==> src/hw/rtl/button_press_classifier_defines.svh <==
// assertion macros for the button press classifier
// used by the top level only; expects clk and rst_n in scope
`ifndef BUTTON_PRESS_CLASSIFIER_DEFINES_SVH
`define BUTTON_PRESS_CLASSIFIER_DEFINES_SVH

`ifndef SYNTH
`define BPC_ASSERT_SAME(lbl, ante, cons, msg) \
  lbl: assert property (@(posedge clk) disable iff (!rst_n) (ante) |-> (cons)) \
    else $error(msg);
`define BPC_ASSERT_NEXT(lbl, ante, cons, msg) \
  lbl: assert property (@(posedge clk) disable iff (!rst_n) (ante) |=> (cons)) \
    else $error(msg);
`else
`define BPC_ASSERT_SAME(lbl, ante, cons, msg)
`define BPC_ASSERT_NEXT(lbl, ante, cons, msg)
`endif

`endif

==> src/hw/rtl/bpc_pkg.sv <==
// shared types and constants for the button press classifier
// no dependencies
`default_nettype none

package bpc_pkg;

  localparam int unsigned TimeW     = 32;
  localparam int unsigned DebW      = 16;
  localparam int unsigned LongW     = 16;
  localparam int unsigned VeryW     = 20;
  localparam int unsigned CfgDataW  = 20;
  localparam int unsigned CfgIndexW = 2;

  localparam logic [DebW-1:0]  DEBOUNCE_RESET  = 16'd25;
  localparam logic [LongW-1:0] LONG_RESET      = 16'd750;
  localparam logic [VeryW-1:0] VERY_LONG_RESET = 20'd3000;

  typedef enum logic [CfgIndexW-1:0] {
    CFG_DEBOUNCE  = 2'd0,
    CFG_LONG      = 2'd1,
    CFG_VERY_LONG = 2'd2
  } cfg_index_t;

  typedef struct packed {
    logic [DebW-1:0]  debounce_time;
    logic [LongW-1:0] long_press_time;
    logic [VeryW-1:0] very_long_press_time;
  } cfg_t;

  typedef struct packed {
    logic             raw_level;
    logic [TimeW-1:0] now_time;
  } in_item_t;

  typedef struct packed {
    logic short_press;
    logic long_press;
    logic very_long_press;
    logic stable_level;
  } out_item_t;

endpackage

`default_nettype wire

==> src/hw/rtl/bpc_channels.sv <==
// valid/ready channel interfaces for sample words and result words
// depends on bpc_pkg
`default_nettype none

interface bpc_in_if;
  import bpc_pkg::*;

  logic             valid;
  logic             ready;
  logic             raw_level;
  logic [TimeW-1:0] now_time;

  modport source (output valid, output raw_level, output now_time, input ready);
  modport sink   (input valid, input raw_level, input now_time, output ready);
endinterface

interface bpc_out_if;
  logic valid;
  logic ready;
  logic short_press;
  logic long_press;
  logic very_long_press;
  logic stable_level;

  modport source (output valid, output short_press, output long_press,
                  output very_long_press, output stable_level, input ready);
  modport sink   (input valid, input short_press, input long_press,
                  input very_long_press, input stable_level, output ready);
endinterface

`default_nettype wire

==> src/hw/rtl/bpc_cfg_regs.sv <==
// configuration registers: debounce, long and very-long thresholds
// depends on bpc_pkg
`default_nettype none

module bpc_cfg_regs (
  input  wire logic                           clk,
  input  wire logic                           rst_n,
  input  wire logic                           wr_en,
  input  wire logic [bpc_pkg::CfgIndexW-1:0]  wr_index,
  input  wire logic [bpc_pkg::CfgDataW-1:0]   wr_data,
  output bpc_pkg::cfg_t                       cfg
);
  import bpc_pkg::*;

  cfg_t cfg_r;
  cfg_t cfg_nxt;

  always_comb begin
    cfg_nxt = cfg_r;
    if (wr_en) begin
      unique case (cfg_index_t'(wr_index))
        CFG_DEBOUNCE:  cfg_nxt.debounce_time        = wr_data[DebW-1:0];
        CFG_LONG:      cfg_nxt.long_press_time      = wr_data[LongW-1:0];
        CFG_VERY_LONG: cfg_nxt.very_long_press_time = wr_data[VeryW-1:0];
        default: ; // unused index, write dropped
      endcase
    end
  end

  always_ff @(posedge clk) begin
    if (!rst_n) begin
      cfg_r.debounce_time        <= DEBOUNCE_RESET;
      cfg_r.long_press_time      <= LONG_RESET;
      cfg_r.very_long_press_time <= VERY_LONG_RESET;
    end else begin
      cfg_r <= cfg_nxt;
    end
  end

  assign cfg = cfg_r;

endmodule

`default_nettype wire

==> src/hw/rtl/bpc_classify.sv <==
// debounce and press classification state with its next-state logic
// depends on bpc_pkg
`default_nettype none

module bpc_classify (
  input  wire logic              clk,
  input  wire logic              rst_n,
  input  wire logic              step,
  input  wire bpc_pkg::cfg_t     cfg,
  input  wire bpc_pkg::in_item_t item,
  output bpc_pkg::out_item_t     result
);
  import bpc_pkg::*;

  logic             last_raw_r;
  logic             debounced_r;
  logic [TimeW-1:0] change_stamp_r;
  logic [TimeW-1:0] press_stamp_r;
  logic             vl_reported_r;

  logic             debounced_nxt;
  logic [TimeW-1:0] change_stamp_nxt;
  logic [TimeW-1:0] press_stamp_nxt;
  logic             vl_reported_nxt;

  logic [TimeW-1:0] since_change;
  logic [TimeW-1:0] held;
  logic             settled;
  logic             take;
  logic             press_begin;
  logic             release_ev;
  logic             vl_cleared;
  logic             reached_very;
  logic             reached_long;
  logic             ev_very;

  always_comb begin
    change_stamp_nxt = (item.raw_level != last_raw_r) ? item.now_time : change_stamp_r;
    since_change     = item.now_time - change_stamp_nxt;
    settled          = since_change >= {{(TimeW-DebW){1'b0}}, cfg.debounce_time};
    take             = settled && (debounced_r != item.raw_level);
    press_begin      = take && item.raw_level;
    release_ev       = take && !item.raw_level && !vl_reported_r;

    debounced_nxt    = take ? item.raw_level : debounced_r;
    press_stamp_nxt  = press_begin ? item.now_time : press_stamp_r;
    vl_cleared       = press_begin ? 1'b0 : vl_reported_r;

    // hold time against the old press stamp; a new press has held zero
    held             = item.now_time - press_stamp_r;
    reached_long     = held >= {{(TimeW-LongW){1'b0}}, cfg.long_press_time};
    reached_very     = press_begin
                       ? (cfg.very_long_press_time == '0)
                       : (held >= {{(TimeW-VeryW){1'b0}}, cfg.very_long_press_time});
    ev_very          = debounced_nxt && !vl_cleared && reached_very;
    vl_reported_nxt  = vl_cleared || ev_very;

    result.short_press     = release_ev && !reached_long;
    result.long_press      = release_ev && reached_long;
    result.very_long_press = ev_very;
    result.stable_level    = debounced_nxt;
  end

  always_ff @(posedge clk) begin
    if (!rst_n) begin
      last_raw_r     <= 1'b0;
      debounced_r    <= 1'b0;
      change_stamp_r <= '0;
      press_stamp_r  <= '0;
      vl_reported_r  <= 1'b0;
    end else if (step) begin
      last_raw_r     <= item.raw_level;
      debounced_r    <= debounced_nxt;
      change_stamp_r <= change_stamp_nxt;
      press_stamp_r  <= press_stamp_nxt;
      vl_reported_r  <= vl_reported_nxt;
    end
  end

endmodule

`default_nettype wire

==> src/hw/rtl/button_press_classifier.sv <==
// button debounce with short, long and very-long press classification
// depends on bpc_pkg, bpc_channels, bpc_cfg_regs, bpc_classify
//
//   channel   direction  payload                                          
//   in_chan   sink       raw_level, now_time                              
//   out_chan  source     short_press, long_press, very_long_press, stable_level
//   cfg_*     write      cfg_wr_en, cfg_index, cfg_wr_data                
//
// one sample per cycle sustained while results are taken; a taken sample passes through the
// sample register, then one pass of the classifier into the result register
// synchronous active-low reset restores default thresholds and a released button
// a held result stalls the classifier, and the sample register refills as it drains
`default_nettype none
`include "button_press_classifier_defines.svh"

module button_press_classifier (
  input  wire logic                          clk,
  input  wire logic                          rst_n,
  bpc_in_if.sink                             in_chan,
  bpc_out_if.source                          out_chan,
  input  wire logic                          cfg_wr_en,
  input  wire logic [bpc_pkg::CfgIndexW-1:0] cfg_index,
  input  wire logic [bpc_pkg::CfgDataW-1:0]  cfg_wr_data
);
  import bpc_pkg::*;

  cfg_t      cfg;
  in_item_t  in_item_r;
  logic      in_valid_r;
  out_item_t out_item_r;
  out_item_t result;
  logic      out_valid_r;
  logic      step;
  logic      in_take;
  logic [2:0] ev_flags;
  logic      rel_ev_out;
  logic      very_ev_out;

  assign step           = in_valid_r && (!out_valid_r || out_chan.ready);
  assign in_chan.ready  = !in_valid_r || step;
  assign in_take        = in_chan.valid && in_chan.ready;

  bpc_cfg_regs u_cfg (
    .clk      (clk),
    .rst_n    (rst_n),
    .wr_en    (cfg_wr_en),
    .wr_index (cfg_index),
    .wr_data  (cfg_wr_data),
    .cfg      (cfg)
  );

  bpc_classify u_classify (
    .clk    (clk),
    .rst_n  (rst_n),
    .step   (step),
    .cfg    (cfg),
    .item   (in_item_r),
    .result (result)
  );

  always_ff @(posedge clk) begin
    if (!rst_n) begin
      in_valid_r <= 1'b0;
    end else if (in_chan.ready) begin
      in_valid_r <= in_chan.valid;
    end
  end

  always_ff @(posedge clk) begin
    if (in_take) begin
      in_item_r.raw_level <= in_chan.raw_level;
      in_item_r.now_time  <= in_chan.now_time;
    end
  end

  always_ff @(posedge clk) begin
    if (!rst_n) begin
      out_valid_r <= 1'b0;
    end else if (step) begin
      out_valid_r <= 1'b1;
    end else if (out_chan.ready) begin
      out_valid_r <= 1'b0;
    end
  end

  always_ff @(posedge clk) begin
    if (step) begin
      out_item_r <= result;
    end
  end

  assign out_chan.valid           = out_valid_r;
  assign out_chan.short_press     = out_item_r.short_press;
  assign out_chan.long_press      = out_item_r.long_press;
  assign out_chan.very_long_press = out_item_r.very_long_press;
  assign out_chan.stable_level    = out_item_r.stable_level;

  assign ev_flags = {out_item_r.short_press, out_item_r.long_press,
                     out_item_r.very_long_press};
  assign rel_ev_out  = out_valid_r && (out_item_r.short_press || out_item_r.long_press);
  assign very_ev_out = out_valid_r && out_item_r.very_long_press;

  `BPC_ASSERT_SAME(a_one_event, out_valid_r, $onehot0(ev_flags), "more than one press event")
  `BPC_ASSERT_SAME(a_release_level, rel_ev_out, !out_item_r.stable_level, "release while pressed")
  `BPC_ASSERT_SAME(a_very_level, very_ev_out, out_item_r.stable_level, "very-long while released")
  `BPC_ASSERT_NEXT(a_step_result, step, out_valid_r, "classified sample not presented")

endmodule

`default_nettype wire

==> src/flat_wrapper.sv <==
// flat-port wrapper written by rule: the top's interface ports become plain ports
module button_press_classifier_flat import bpc_pkg::*;
  (clk, rst_n, cfg_wr_en, cfg_index, cfg_wr_data, in_chan_valid, in_chan_raw_level, in_chan_now_time, in_chan_ready, out_chan_valid, out_chan_short_press, out_chan_long_press, out_chan_very_long_press, out_chan_stable_level, out_chan_ready);
  bpc_in_if in_chan_i ();
  bpc_out_if out_chan_i ();
  input  wire logic clk;
  input  wire logic rst_n;
  input  wire logic cfg_wr_en;
  input  wire logic [bpc_pkg::CfgIndexW-1:0] cfg_index;
  input  wire logic [bpc_pkg::CfgDataW-1:0] cfg_wr_data;
  input wire logic [$bits(in_chan_i.valid)-1:0] in_chan_valid;
  input wire logic [$bits(in_chan_i.raw_level)-1:0] in_chan_raw_level;
  input wire logic [$bits(in_chan_i.now_time)-1:0] in_chan_now_time;
  output wire logic [$bits(in_chan_i.ready)-1:0] in_chan_ready;
  output wire logic [$bits(out_chan_i.valid)-1:0] out_chan_valid;
  output wire logic [$bits(out_chan_i.short_press)-1:0] out_chan_short_press;
  output wire logic [$bits(out_chan_i.long_press)-1:0] out_chan_long_press;
  output wire logic [$bits(out_chan_i.very_long_press)-1:0] out_chan_very_long_press;
  output wire logic [$bits(out_chan_i.stable_level)-1:0] out_chan_stable_level;
  input wire logic [$bits(out_chan_i.ready)-1:0] out_chan_ready;
  assign in_chan_i.valid = in_chan_valid;
  assign in_chan_i.raw_level = in_chan_raw_level;
  assign in_chan_i.now_time = in_chan_now_time;
  assign in_chan_ready = in_chan_i.ready;
  assign out_chan_valid = out_chan_i.valid;
  assign out_chan_short_press = out_chan_i.short_press;
  assign out_chan_long_press = out_chan_i.long_press;
  assign out_chan_very_long_press = out_chan_i.very_long_press;
  assign out_chan_stable_level = out_chan_i.stable_level;
  assign out_chan_i.ready = out_chan_ready;
  button_press_classifier u_core (.clk(clk), .rst_n(rst_n), .in_chan(in_chan_i), .out_chan(out_chan_i), .cfg_wr_en(cfg_wr_en), .cfg_index(cfg_index), .cfg_wr_data(cfg_wr_data));
endmodule
==> config.mk <==
export PLATFORM = sky130hd
export DESIGN_NAME = button_press_classifier_flat
export DESIGN_NICKNAME = d
export VERILOG_FILES = /design/src/hw/rtl/bpc_pkg.sv /design/src/hw/rtl/bpc_channels.sv /design/src/hw/rtl/bpc_cfg_regs.sv /design/src/hw/rtl/bpc_classify.sv /design/src/hw/rtl/button_press_classifier.sv /design/src/flat_wrapper.sv
export VERILOG_INCLUDE_DIRS = /design/src /design/src/hw/rtl
export SDC_FILE = /design/constraint.sdc
export NUM_CORES = 1
export LEC_CHECK = 0
export BUFFER_PORTS_ARGS = -buffer_cell sky130_fd_sc_hd__buf_2
export CORE_MARGIN = 10
export CORE_UTILIZATION = 32
export CTS_CLUSTER_DIAMETER = 50
export DETAILED_ROUTE_END_ITERATION = 10
export PLACE_DENSITY = 0.49
export SLEW_MARGIN = 40
export SYNTH_ARGS = -nofsm -noshare
export SYNTH_HDL_FRONTEND = slang
export SYNTH_SLANG_ARGS = --single-unit
==> constraint.sdc <==
create_clock -name clk -period 6.3 [get_ports clk]
set_input_delay 0.63 -clock clk [delete_from_list [all_inputs] [get_ports clk]]
set_output_delay 0.63 -clock clk [all_outputs]
set_load 0.01 [all_outputs]
; Word-level counts from Yosys, hierarchy flattened
; Index checks and enable logic that the tools add are counted.
[totals]
regBits = 158
inputBits = 60
output_inout_bits = 6
word_cells = 57
[classes]
n_addsub = 2
magnitude_cmp = 3
n_eq_ne = 4
n_mux = 6
reduce_logical = 26
[op_table]
columns = operator, n
row1 = $ge A32 B16 Y1, 2
row2 = $sub A32 B32 Y32, 2
row3 = $ge A32 B20 Y1, 1
row4 = $mux W32, 1
row5 = $logic_not A20 Y1, 1
row6 = $logic_and A1 B1 Y1, 10
row7 = $reduce_and A2 Y1, 4
row8 = $logic_not A1 Y1, 6
row9 = $mux W1, 5
row10 = $logic_or A1 B1 Y1, 3
row11 = $eq A2 B1 Y1 const B, 1
row12 = $eq A2 B2 Y1 const B, 1
row13 = $logic_not A2 Y1, 1
row14 = $ne A1 B1 Y1, 2
row15 = $reduce_bool A2 Y1, 1

; Depth between registers and ports, before layout
[depth]
word_depth = 11
depth_mapped = 29
depth_no_buf = 24

; Hierarchy
; Synthesis repeated with hierarchy kept, for this count alone.
[unflattened]
hier_cells = 1423
area_unflattened_um2 = 11628.7
[by_module_without_submodules]
columns = mod, instances, cells_each, area_each_um2, seq_area_each_um2
row1 = bpc_classify, 1, 1170, 8308.0, 1341.3
row2 = bpc_cfg_regs, 1, 207, 2105.8, 1041.0
row3 = button_press_classifier, 1, 46, 1214.9, 1151.1

; Worst setup path after synthesis
; No wires, ideal clock.
[synth_timing]
kind = register to register
start = register u_core.in_item_r[32] (netlist name)
end = register u_core.out_item_r, in the netlist u_core.out_chan.very_long_press, data pin
setup_ns = 0.264
t_arrival_ns = 5.262
required_time_ns = 6.036
slack_ns = 0.774
path_stages_with_launch = 25
n_path_buf = 6
period_less_slack_ns = 5.526
cell_sequence = edfxtp_1 -> buf_2 -> xor2_2 -> buf_4 -> buf_2 -> buf_1 -> buf_1 -> mux2i_1 -> ha_1 -> clkbuf_1 -> nand2_1 -> o31ai_1 -> nor2_1 -> xnor2_1 -> ha_1 -> nor2b_1 -> o21ai_0 -> nand4_1 -> a311o_1 -> nor4_1 -> nand4_1 -> nor4_1 -> nand4_1 -> mux2i_1 -> nor2_1
[synth_lines]
columns = item, line_no
row1 = start: declaration, button_press_classifier.sv:28  ; in_item_t in_item_r;
row2 = end signal: assignment, button_press_classifier.sv:88  ; out_item_r <= result;
row3 = end: declaration, button_press_classifier.sv:30  ; out_item_t out_item_r;

==> impl_metrics.ini <==
[yosys]
synth_commonest_cells = nand2_1 (219), a21oi_1 (188), dfxtp_1 (121), inv_1 (105), ha_1 (104)
synth_top_family_by_area = compound AO/OA/AOI/OAI gates
syn_nets = 1587
ys_types = 78
synth_flop_cell = dfxtp_1
syn_inst = 1422
synth_top_cell_area_share = 0.217
ys_seq_area_frac = 0.317
synth_xor_area_frac = 0.0415
synth-adder-area-share = 0.119
ys_top_cells_by_area = dfxtp_1 (22%), ha_1 (12%), edfxtp_1 (10%), a21oi_1 (8.4%), nand2_1 (7.4%)
synthMuxAreaShare = 0.0252
synth_edf_count = 37
yosys.area_share.simple = 0.199
yosys.area.top_type = dfxtp_1
synth_compound_area_frac = 0.237
async_flop_share = 0
yosysMostFrequentCell = nand2_1
netlist_area_mm2 = 0.0112
ys.warnings.count = 0
syn_avg_cell_area_um2 = 7.85
ys_ff_latch = 158

[setup_path]
crit_path_cell_trace = xnor2_2 > nand2_1 > o21ai_0 > ha_1 > inv_1 > ha_1 > nor4_2 > nor2_1 > a311oi_1 > xnor2_1 > o21ai_0 > ha_1 > o21ai_0 > o21ai_0 > a221oi_1 > nor2_1 > a2111oi_0 > nand4_1 > nor4_1 > and4_1 > buf_4 > or3_1 > nor2b_1
slowest_delay_ps = 490
r2r_setup_slack_ps = 620
path_buf_inv = 2
r2r_end = u_core.out_chan.long_press$_DFFE_PP_
critical_path.slowest_cell = dfxtp_1
cp-start-kind = register
crit_top_cell = o21ai_0
reg2reg_depth = 23
worstPathArrival_ps = 5890
worstSetupPathType = reg -> reg
crit_path_end_kind = register
crit_fanout = 34
crit_required_ps = 6510
rr_startpoint = u_core.u_classify.last_raw_r$_SDFFE_PN0P_
critPathTopFamily = simple AND/OR/NAND/NOR gates

[power]
peakVddDrop_v = 0.000212
p_switching_mw = 1.00
seqPwrFrac = 0.377
p_leak_nw = 4.80
power.density_mw_per_mm2 = 239
p_sw_frac = 0.335
p_int_mw = 1.99
fin_total_pwr_mw = 2.99
combPwrFrac = 0.273
clockPowerShare = 0.350

[routing]
route.antenna.remaining_nets = 0
vias_per_cell = 5.30
routed_wl_mm = 34.9
drc_errors = 0
vias = 10200
dr.first_iter.drc_count = 696
wl_per_cell_um = 18.2
dr.pass1.iters = 5

[grt]
overflow = 0
grt_pass1_vias = 9853
antenna_found_initial = 0
grt_pass1_wl_mm = 55.2
grt_max_degree = 53
track_usage = 0.165

[clock_network]
cts_sinks = 158
tritoncts = built
holdBufCountCts = 0
cts-root-buf = clkbuf_16
cts_buffer_depth = 2
htreeDepth = 4
clk_pin_slew_worst_paths_ps = 60
numCtsBuffers = 17
insertion_delay_ps = 450

[min_path]
holdPathStages = 1
holdPathEnd = u_core.in_item_r[21]$_DFFE_PP_
min_path_type = in -> reg
hp-start = in_chan_now_time[21]

[timing]
relSlewSlack = 0.484
worstMarginPinSlew_ps = 775
post-route-min-period_ps = 5680
setup_slack_ps = 616
rsz0062_at_grt = no
tns_ps = 0
finalSetupViolCount = 0
whs_ps = 350
skew_ps = 12.4
timing.final.crit_share = 0.902
hold_viol = 0
timing.fmax_mhz = 176
drv_slew = 0

[run_status]
outcome = complete, no violations

[placement]
dpl_cell_area_mm2 = 0.0119
dp_slack_ps = 590
gp_congestion = 0.911
dp_hpwl_mm = 26.5
dp_cells = 1887
io_buffers = 65

[floorplan]
rows = 68
core_area_mm2 = 0.0345
ioPinCount = 66
fp.dieArea_mm2 = 0.0427
die_x_um = 207
start_util = 0.324
die_h_um = 207

[final_layout]
fin_util = 0.362
drive_above_1_share = 0.0895
syn_to_final_growth_pct = 11.9
diodes = 0
final_area_mm2 = 0.0125
layout.nets = 1616
final_cells = 1919

[flow_run]
cap_viol_max_count = 0
[per-layer routing]
layer / GRT usage / vias to the layer above / part of all wire / routed length, um
met5: 0 / - / 0 / 0
met4: 0.0613 / 0 / 0.022 / 782
met3: 0.0218 / 42 / 0.034 / 1170
met2: 0.264 / 190 / 0.46 / 16000
met1: 0.222 / 4808 / 0.49 / 16900
li1: - / 5122 / - / -
[worst max path at each step]
stage | endpoint | startpoint | cells past startpoint
finish | u_core.out_chan.long_press$_DFFE_PP_ | u_core.u_classify.last_raw_r$_SDFFE_PN0P_ | 23
global route | u_core.out_chan.long_press$_DFFE_PP_ | u_core.u_classify.last_raw_r$_SDFFE_PN0P_ | 23
CTS | u_core.out_chan.long_press$_DFFE_PP_ | u_core.u_classify.last_raw_r$_SDFFE_PN0P_ | 23
detailed placement | u_core.out_chan.short_press$_DFFE_PP_ | u_core.u_classify.last_raw_r$_SDFFE_PN0P_ | 23
global placement | u_core.out_chan.long_press$_DFFE_PP_ | u_core.u_classify.last_raw_r$_SDFFE_PN0P_ | 23
floorplan | u_core.out_chan.very_long_press$_DFFE_PP_ | u_core.in_item_r[32]$_DFFE_PP_ | 24
[worst register-to-register path: cells and delay by family, from the launching register on]
family | cells | cell delay (ps)
and+or+nand+nor | 9 | 1720
AOI/OAI and AO/OA | 7 | 1580
adders and majority gates | 3 | 870
buffers and inverters | 2 | 500
DFF | 1 | 490
xor gates and xnor gates | 2 | 300
[area by class of cell]
| type | count | area [um2] |
|---|---|---|
| clock inverters | 12 | 135 |
| repair buffers | 80 | 438 |
| fillers | 3597 | 22000 |
| inverters | 105 | 395 |
| well taps | 455 | 569 |
| flip-flops and latches | 158 | 3530 |
| clock buffers | 20 | 437 |
| multi-input cells | 1089 | 6980 |
[power groups by stage]
stage	Sequential [mW]	Combinational, mW	Clock [mW]
4_1_cts	1.13	0.813	1.09
5_1_grt	1.13	0.916	1.11
3_5_place_dp	1.15	0.806	0
6_report	1.13	0.814	1.05
3_3_place_gp	1.15	0.804	0
2_1_floorplan	1.13	0.587	0
[what timing repair did]
| action | CTS | global route |
|---|---|---|
| setup buffers | 0 | 0 |
| resized for setup | 0 | 1 |
| endpoints found under the setup margin | 0 | 2 |
[layout by cell type (no fill, tap or decap), types with 17 or more instances in the layout]
master,n
edfxtp_1,37
a21oi_1,188
o21ai_0,63
nand2b_1,19
dfxtp_1,121
xnor2_1,26
ha_1,104
clkbuf_16,17
xor2_1,24
nand3_1,58
buf_2,65
nand4_1,23
o211ai_1,23
a21o_1,28
nor2_1,58
nand2_1,219
mux2i_1,27
nor2b_1,26
o21ai_1,33
inv_1,104
[kinds of logic (layout without fill, tap and decap cells)]
kind of cell | after synthesis | after routing
compound gates | 433 | 433
fa+ha+maj | 106 | 106
mux | 28 | 28
xor+xnor | 52 | 52
flops | 158 | 158
simple gates | 470 | 470
buf+inv | 175 | 217
[sequential cells by signal, indices dropped and copies added, names as in the netlist]
signal / cells
u_core.u_classify.vl_reported_r: 1
u_core.out_chan.long_press: 1
u_core.u_classify.press_stamp_r: 32
u_core.out_chan.valid: 1
u_core.out_chan.short_press: 1
u_core.in_valid_r: 1
u_core.u_classify.debounced_r: 1
u_core.out_chan.stable_level: 1
u_core.out_chan.very_long_press: 1
u_core.u_classify.change_stamp_r: 32
u_core.u_classify.last_raw_r: 1
u_core.in_item_r: 33
u_core.u_cfg.cfg: 52
Note: power is estimated with default switching activity, not from simulation.
